File: config.mk
export PLATFORM = sky130hd
export DESIGN_NAME = distance_vector_route_update
export DESIGN_NICKNAME = d
export VERILOG_FILES = /design/src/sv/dvru_pkg.sv /design/src/sv/distance_vector_route_update.sv /design/src/sv/dvru_ram.sv /design/src/sv/dvru_ctrl.sv /design/src/sv/dvru_dp.sv
export SDC_FILE = /design/constraint.sdc
export NUM_CORES = 2
export LEC_CHECK = 0
export ABC_AREA = 1
export BUFFER_PORTS_ARGS = -buffer_cell sky130_fd_sc_hd__buf_2
export CORE_MARGIN = 1.5
export CORE_UTILIZATION = 40
export CTS_BUF_LIST = sky130_fd_sc_hd__clkbuf_2
export DETAILED_ROUTE_END_ITERATION = 10
export PLACE_DENSITY = 0.57
export SLEW_MARGIN = 25
export SYNTH_ARGS = -nofsm -noshare
export SYNTH_HDL_FRONTEND = slang
export SYNTH_SLANG_ARGS = --single-unit
export TNS_END_PERCENT = 30
File: constraint.sdc
create_clock -name clk -period 10.85 [get_ports clk]
set_input_delay 1.6275 -clock clk [delete_from_list [all_inputs] [get_ports clk]]
set_output_delay 1.6275 -clock clk [all_outputs]
set_load 0.005 [all_outputs]
File: src/sv/dvru_pkg.sv
// Shared types and constants for the distance-vector route update block.
`timescale 1ns / 1ps

package dvru_pkg;

  localparam logic [4:0] COST_INF = 5'd16;
  localparam logic [4:0] COST_ONE = 5'd1;

  localparam logic [2:0] ACT_REFRESH   = 3'd0;
  localparam logic [2:0] ACT_REPLACE   = 3'd1;
  localparam logic [2:0] ACT_UNCHANGED = 3'd2;
  localparam logic [2:0] ACT_INSERT    = 3'd3;
  localparam logic [2:0] ACT_FULL      = 3'd4;

  typedef struct packed {
    logic [31:0] neighbor_addr;
    logic [31:0] receive_if_addr;
    logic [31:0] dest_addr;
    logic [4:0]  advertised_cost;
  } in_t;

  typedef struct packed {
    logic [2:0]  action_status;
    logic [3:0]  entry_index;
    logic [4:0]  entry_cost;
    logic [31:0] entry_next_hop;
    logic [31:0] entry_interface;
  } out_t;

  typedef struct packed {
    logic [31:0] dest;
    logic [31:0] next_hop;
    logic [31:0] intf;
    logic [4:0]  cost;
  } route_t;

  // Controller to datapath.
  typedef struct packed {
    logic load;
    logic search;
    logic commit;
  } cmd_t;

  // Datapath to controller.
  typedef struct packed {
    logic search_done;
    logic out_full;
  } sts_t;

endpackage

File: src/sv/distance_vector_route_update.sv
// Steps from accept to result: the accept cycle, then a memory read and a compare for each
// entry up to a hit or the last entry, then the decision, in which the result is committed.
// The block takes no new item until the last one is committed, since the search uses the
// table's single read port; a result word not yet taken holds the decision cycle.
// Reset (rst_n, synchronous, active low) empties the table by clearing the route count;
// entries themselves are not cleared and are only read after they were written.
`timescale 1ns / 1ps

module distance_vector_route_update #(
  parameter int TABLE_DEPTH = 16
) (
  input  logic           clk,
  input  logic           rst_n,
  input  logic           in_valid,
  output logic           in_ready,
  input  dvru_pkg::in_t  in_data,
  output logic           out_valid,
  input  logic           out_ready,
  output dvru_pkg::out_t out_data
);
  import dvru_pkg::*;

  cmd_t cmd;
  sts_t sts;

  dvru_ctrl u_ctrl (
    .clk     (clk),
    .rst_n   (rst_n),
    .in_valid(in_valid),
    .in_ready(in_ready),
    .sts     (sts),
    .cmd     (cmd)
  );

  dvru_dp #(
    .TABLE_DEPTH(TABLE_DEPTH)
  ) u_dp (
    .clk      (clk),
    .rst_n    (rst_n),
    .in_data  (in_data),
    .out_data (out_data),
    .out_valid(out_valid),
    .out_ready(out_ready),
    .cmd      (cmd),
    .sts      (sts)
  );

endmodule

File: src/sv/dvru_ram.sv
// Generic single-write, single-read RAM with registered read data.
`timescale 1ns / 1ps

module dvru_ram #(
  parameter int WIDTH = 8,
  parameter int DEPTH = 16
) (
  input  logic                     clk,
  input  logic                     we,
  input  logic [$clog2(DEPTH)-1:0] waddr,
  input  logic [WIDTH-1:0]         wdata,
  input  logic [$clog2(DEPTH)-1:0] raddr,
  output logic [WIDTH-1:0]         rdata
);

  logic [WIDTH-1:0] mem [DEPTH];

  always_ff @(posedge clk) begin
    if (we) begin
      mem[waddr] <= wdata;
    end
    rdata <= mem[raddr];
  end

endmodule

File: src/sv/dvru_ctrl.sv
// Controller state machine: accept, table search, commit.
`timescale 1ns / 1ps

module dvru_ctrl (
  input  logic          clk,
  input  logic          rst_n,
  input  logic          in_valid,
  output logic          in_ready,
  input  dvru_pkg::sts_t sts,
  output dvru_pkg::cmd_t cmd
);
  import dvru_pkg::*;

  localparam logic [1:0] ST_IDLE   = 2'd0;
  localparam logic [1:0] ST_SEARCH = 2'd1;
  localparam logic [1:0] ST_DECIDE = 2'd2;

  logic [1:0] state_r;
  logic [1:0] state_nxt;

  always_comb begin
    state_nxt  = state_r;
    in_ready   = 1'b0;
    cmd        = '0;
    unique case (state_r)
      ST_IDLE: begin
        in_ready = 1'b1;
        if (in_valid) begin
          cmd.load  = 1'b1;
          state_nxt = ST_SEARCH;
        end
      end
      ST_SEARCH: begin
        cmd.search = 1'b1;
        if (sts.search_done) begin
          state_nxt = ST_DECIDE;
        end
      end
      ST_DECIDE: begin
        // The result can only be written once the output word has drained.
        if (!sts.out_full) begin
          cmd.commit = 1'b1;
          state_nxt  = ST_IDLE;
        end
      end
      default: begin
        state_nxt = ST_IDLE;
      end
    endcase
  end

  always_ff @(posedge clk) begin
    if (!rst_n) begin
      state_r <= ST_IDLE;
    end else begin
      state_r <= state_nxt;
    end
  end

  a_accept_starts_search: assert property (@(posedge clk) disable iff (!rst_n)
    (in_valid && in_ready) |=> (state_r == ST_SEARCH))
    else $error("accepted word did not start a search");

  a_commit_returns_idle: assert property (@(posedge clk) disable iff (!rst_n)
    cmd.commit |=> (state_r == ST_IDLE))
    else $error("commit did not return to idle");

  a_one_command: assert property (@(posedge clk) disable iff (!rst_n)
    $onehot0({cmd.load, cmd.search, cmd.commit}))
    else $error("more than one command at once");

endmodule

File: src/sv/dvru_dp.sv
// Datapath: request register, table memory, search pipeline, decision and output word.
`timescale 1ns / 1ps

module dvru_dp #(
  parameter int TABLE_DEPTH = 16
) (
  input  logic           clk,
  input  logic           rst_n,
  input  dvru_pkg::in_t  in_data,
  output dvru_pkg::out_t out_data,
  output logic           out_valid,
  input  logic           out_ready,
  input  dvru_pkg::cmd_t cmd,
  output dvru_pkg::sts_t sts
);
  import dvru_pkg::*;

  localparam int IW = $clog2(TABLE_DEPTH);
  localparam int CW = $clog2(TABLE_DEPTH + 1);
  localparam int RW = $bits(route_t);

  in_t          req_r;
  logic [CW-1:0] count_r;
  logic [IW-1:0] idx_r;
  logic          cmp_vld_r;
  logic [IW-1:0] cmp_idx_r;
  logic          sel_hit_r;
  logic [IW-1:0] sel_idx_r;
  route_t        sel_ent_r;
  out_t          out_r;
  logic          out_valid_r;

  logic [RW-1:0] rd_raw;
  route_t        rd_ent;
  logic          match;
  logic          last;
  logic          done;

  logic [5:0]    sum;
  logic [4:0]    sat_cost;
  logic          full;
  logic          wr_en;
  logic [IW-1:0] wr_idx;
  route_t        wr_ent;
  out_t          res;
  logic [IW-1:0] res_idx;
  logic [IW+3:0] res_idx_ext;
  logic          do_insert;

  dvru_ram #(
    .WIDTH(RW),
    .DEPTH(TABLE_DEPTH)
  ) u_table (
    .clk  (clk),
    .we   (cmd.commit && wr_en),
    .waddr(wr_idx),
    .wdata(wr_ent),
    .raddr(idx_r),
    .rdata(rd_raw)
  );

  assign rd_ent = route_t'(rd_raw);

  // Compare stage sees the entry read in the cycle before.
  assign match = cmp_vld_r && (rd_ent.dest == req_r.dest_addr);
  assign last  = cmp_vld_r && (CW'(cmp_idx_r) == (count_r - CW'(1)));
  assign done  = (count_r == '0) || match || last;

  assign sts.search_done = done;
  assign sts.out_full    = out_valid_r;

  // Decision on the selected entry.
  always_comb begin
    sum       = {1'b0, req_r.advertised_cost} + 6'd1;
    sat_cost  = (sum > {1'b0, COST_INF}) ? COST_INF : sum[4:0];
    full      = (count_r == CW'(TABLE_DEPTH));
    wr_en     = 1'b0;
    do_insert = 1'b0;
    wr_idx    = sel_idx_r;
    wr_ent    = sel_ent_r;
    res_idx   = sel_idx_r;
    res       = '0;
    if (sel_hit_r) begin
      if (sel_ent_r.next_hop == req_r.neighbor_addr) begin
        wr_en       = 1'b1;
        wr_ent.cost = sat_cost;
        res.action_status = ACT_REFRESH;
      end else if (sum < {1'b0, sel_ent_r.cost}) begin
        wr_en           = 1'b1;
        wr_ent.next_hop = req_r.neighbor_addr;
        wr_ent.intf     = req_r.receive_if_addr;
        wr_ent.cost     = sat_cost;
        res.action_status = ACT_REPLACE;
      end else begin
        res.action_status = ACT_UNCHANGED;
      end
    end else if (!full) begin
      wr_en           = 1'b1;
      do_insert       = 1'b1;
      wr_idx          = count_r[IW-1:0];
      res_idx         = count_r[IW-1:0];
      wr_ent.dest     = req_r.dest_addr;
      wr_ent.next_hop = req_r.neighbor_addr;
      wr_ent.intf     = req_r.receive_if_addr;
      wr_ent.cost     = (req_r.neighbor_addr == req_r.dest_addr) ? COST_ONE : sat_cost;
      res.action_status = ACT_INSERT;
    end else begin
      res.action_status = ACT_FULL;
    end
    res_idx_ext = (IW + 4)'(res_idx);
    if (res.action_status != ACT_FULL) begin
      res.entry_index     = res_idx_ext[3:0];
      res.entry_cost      = wr_ent.cost;
      res.entry_next_hop  = wr_ent.next_hop;
      res.entry_interface = wr_ent.intf;
    end
  end

  always_ff @(posedge clk) begin
    if (cmd.load) begin
      req_r <= in_data;
      idx_r <= '0;
    end
    if (cmd.search) begin
      idx_r     <= idx_r + IW'(1);
      cmp_idx_r <= idx_r;
      if (done) begin
        sel_hit_r <= match;
        sel_idx_r <= cmp_idx_r;
        sel_ent_r <= rd_ent;
      end
    end
    if (cmd.commit) begin
      out_r <= res;
    end
  end

  always_ff @(posedge clk) begin
    if (!rst_n) begin
      count_r     <= '0;
      cmp_vld_r   <= 1'b0;
      out_valid_r <= 1'b0;
    end else begin
      if (cmd.load) begin
        cmp_vld_r <= 1'b0;
      end else if (cmd.search) begin
        cmp_vld_r <= (CW'(idx_r) < count_r);
      end
      if (cmd.commit && do_insert) begin
        count_r <= count_r + CW'(1);
      end
      if (cmd.commit) begin
        out_valid_r <= 1'b1;
      end else if (out_ready) begin
        out_valid_r <= 1'b0;
      end
    end
  end

  assign out_data  = out_r;
  assign out_valid = out_valid_r;

  a_commit_into_free_slot: assert property (@(posedge clk) disable iff (!rst_n)
    cmd.commit |-> !out_valid_r)
    else $error("result word overwritten before it was taken");

  a_commit_shows_result: assert property (@(posedge clk) disable iff (!rst_n)
    cmd.commit |=> out_valid_r)
    else $error("committed result not presented");

  a_count_in_range: assert property (@(posedge clk) disable iff (!rst_n)
    count_r <= CW'(TABLE_DEPTH))
    else $error("route count exceeds table depth");

endmodule
==> summary.txt <==
Timing
  – Fin crit period: 5.54 ns
  – Clock skew: 0.180 ns
  – Slew Limit Fails: 0
  – Max frequency: 0.181 GHz
  – Slew Limit Headroom: 21.8%
  – Slew @ Worst Pin: 1.17 ns
  – Final TNS setup: 0 ns
  – Final period util: 51.0%
  – RSZ-0062 raised after global routing: no
  – Final hold vios: 0
  – Setup violations, final: 0

Yosys
  – Cell area after synthesis: 0.0790 sq mm
  – Yosys Warn Count: 0
  – Sequential area share after synthesis: 75.3%
  – Top cells by area, synth: edfxtp_1, mux2i_1, o221ai_1, nand2_1, nor2_1
  – Synth Area in Simple Gates: 8.04%
  – EDFF count, synth: 1907
  – Synth unique cells: 39
  – Synthesis-stage register bit count: 2017
  – Area share of the largest cell type after synthesis: 72.5%
  – Mux contribution to synthesized area: 4.05%
  – XOR/XNOR Fraction of Synth Area: 0.665%
  – Main combinational cell family by area after synthesis: compound AO/OA/AOI/OAI gates
  – Syn nets: 5680
  – Adder-cell area share of the yosys netlist: 0.190%
  – Top FF cell, synth: edfxtp_1
  – Asr flop ratio synth: 0%
  – Post-synth top area cell: edfxtp_1
  – Synth Area per Inst: 14.2 sq um
  – Cell count after synthesis: 5563
  – Compound-cell area share of the yosys netlist: 9.26%

Worst setup path
  – FF-to-FF path depth: 15
  – R2r setup slk: 5.31 ns
  – WS Path Type: flip-flop to flip-flop
  – Crit Path Max Fanout: 81
  – Worst setup SP type: flip-flop
  – Reg-to-reg endpoint: u_dp.u_table.mem[10][89]
  – Worst Path Required: 12.17 ns
  – Arr. time, crit path: 6.86 ns
  – Worst r2r src: u_dp.req_r[0]
  – Crit end category: flip-flop

Detailed routing
  – Vias: 49.7k
  – Drt initial violations: 4972
  – Vias per cell: 5.46
  – Router iterations before antenna repair: 6
  – DR DRC count: 0
  – Detailed Route WL: 220000 microns
  – Post-route ant nets: 0
  – Avg WL per Cell: 24.1 microns

Clocking
  – Reg clk slew, reported paths: 0.11 ns
  – CTS Sinks: 2017
  – CTS tree: yes
  – Number of H-tree levels: 5
  – Clock buffer depth: 4
  – Post-CTS sizing: 0
  – Hold Buf Count CTS: 105
  – Cts bufs inserted: 494
  – Worst-Skew Late Latency: 1.85 ns
  – Number of setup buffers added after CTS: 0
  – Root Buffer: clkbuf_2

Pwr
  – Tot Pwr: 15.5 mW
  – P_leak: 30.7 nW
  – Int Pwr: 11.2 mW
  – Clock power frac: 31.9%
  – Combinational Power Share: 10.3%
  – Flop pwr share: 57.8%
  – Cell Pwr Density: 175 mW/mm^2
  – Switching part of the total: 27.4%
  – Net Sw Power: 4.24 mW
  – Peak VDD IR: 0.000118 V

GRT
  – Tot GR Track Use: 21.6%
  – Largest net degree at the start of global routing: 183
  – Antenna violations before repair: 5
  – Vias in the first global route: 48.8k
  – First-pass GRT wire length: 319000 microns
  – Total congestion overflow: 0

Placed design
  – Placement Cell Area: 0.0827 sq mm
  – Port bufs: 182
  – DP HPWL: 107000 microns
  – GPL Wtd Cong: 0.792

Finish
  – Fillers: 17.5k
  – Layout cell share with drive strength beyond 1: 17.1%
  – Synth-to-Final Area Change: 11.8%
  – Final nets: 6190
  – Post-layout util: 45.1%
  – Design area: 0.0883 sq mm

Floorplanning
  – Area of the die: 0.200 sq mm
  – Site Rows: 162
  – Die X: 447 microns
  – Die height: 447 microns
  – IO Count: 183
  – Initial Util: 40.4%
  – Core Footprint: 0.196 sq mm

Flow run
  – Max_cap viols: 0

Min path
  – WHS Endpoint: u_dp.sel_ent_r[89]
  – Hold Path Class: flip-flop to flip-flop
  – HP Start: u_dp.u_table.rdata[89]
  – Min-Delay Path Depth: 0

Status
  – Status: complete, no violations
-- critical path, cell delays in order, from the launching register on --
cell and delay [ns]:
edfxtp_1 0.52, ha_1 0.28, or2_2 0.27, nand2_1 0.11, inv_1 0.06, ha_1 0.26
nand2_1 0.06, inv_1 0.04, nand4_1 0.57, nand3_4 0.59, nand2_4 0.28, nand2_1 0.09
nand2_2 0.13, nand2_1 0.28, nor2_4 0.88, buf_12 0.64
-- power by group through the flow --
stage,Combinational (mW),Clock [mW],Sequential (mW)
3_3_place_gp,1.54,0,9.12
2_1_floorplan,1.06,0,9.05
3_5_place_dp,1.56,0,9.12
4_1_cts,1.60,5.10,8.95
6_report,1.60,4.94,8.95
5_1_grt,1.76,5.46,8.96
-- registers in the layout, summed over array words and instances (netlist names), 2 cells and up --
signal and flops:
u_dp.u_table.mem 1616, u_dp.req_r 101, u_dp.sel_ent_r 101, u_dp.u_table.rdata 101, u_dp.out_data 76, u_dp.count_r 5, u_dp.cmp_idx_r 4, u_dp.idx_r 4
u_dp.sel_idx_r 4, u_ctrl.state_r 2
-- final cells by class --
type	count	area (sq um)	share of cell area [%]
tap	2624	3280	3.72
multi-input combinational	3067	17700	20.0
clock inverter	132	619	0.702
sequential	2017	59500	67.4
timing repair buffer	381	2920	3.31
clock buffer	767	3840	4.35
inverter	112	448	0.507
antenna	4	10.0	0.0113
-- Yosys cell counts, drive strengths merged, types with 12 or more instances --
cell type	count
edfxtp	1907
nand2	660
nor2	653
o21ai	470
o221ai	321
mux2i	320
clkbuf	234
nand3	225
buf	133
inv	112
dfxtp	110
a21oi	80
o211ai	70
o32ai	70
a22oi	64
xnor2	53
nor3	20
o22ai	16
nand4	13
ha	12
-- cells in the final DEF, fill, tap and decap left out, types with 3 or more instances in the layout --
master	count
o21ai_1	4
nor2_4	19
o32ai_1	70
inv_2	3
buf_4	74
o211ai_1	70
edfxtp_1	1907
clkbuf_2	767
a22oi_1	64
o221ai_1	321
clkinv_2	15
xnor2_1	53
mux2i_1	320
o22ai_1	16
nand4_1	13
diode_2	4
buf_12	17
nor3_1	19
or2_2	6
buf_2	182
dlygate4sd3_1	105
nor2_1	633
clkinv_1	113
nand3_1	221
dfxtp_1	110
inv_1	103
xor2_1	7
ha_1	12
nand3_2	3
o21ai_0	465
bufinv_16	4
a21oi_1	80
nand2_1	655
nand2_2	3
-- per-layer routing --
| layer | wire length (microns) | vias up | global-route usage [%] |
|---|---|---|---|
| met5 | 13 | - | 0 |
| met2 | 106000 | 1922 | 35.0 |
| met3 | 13300 | 380 | 3.49 |
| met4 | 8200 | 2 | 9.82 |
| met1 | 92400 | 25000 | 28.5 |
| li1 | - | 22400 | - |
-- per-stage QoR --
step,setup slack [ns],hold WS [ns],std cells
after floorplan,3.29,0.386,5563
after global routing,5.08,0.303,9103
after CTS,5.36,0.172,9098
after detailed placement,5.36,0.389,8094
after global placement,5.43,0.387,8094
final,5.31,0.335,9104
-- logic make-up after synthesis --
group,count (synthesis)
AND/OR/NAND/NOR,1580
XOR/XNOR,60
flip-flops,2017
adder cells (fa/ha/maj),12
multiplexers,320
buffers and inverters,479
AO/OA/AOI/OAI,1095
-- worst max path at each step --
stage                            startpoint                        to  slack [ns]  depth (start not counted)
after floorplan           u_ctrl.state_r[1]   u_dp.u_table.mem[10][0]        3.29                          4
final                         u_dp.req_r[0]  u_dp.u_table.mem[10][89]        5.31                         15
after CTS                     u_dp.req_r[0]  u_dp.u_table.mem[10][65]        5.36                         15
after detailed placement      u_dp.req_r[0]   u_dp.u_table.mem[7][37]        5.36                         16
after global routing          u_dp.req_r[1]  u_dp.u_table.mem[10][54]        5.08                         15
after global placement        u_dp.req_r[0]   u_dp.u_table.mem[7][37]        5.43                         16
Power figures use the tool's default switching activity.
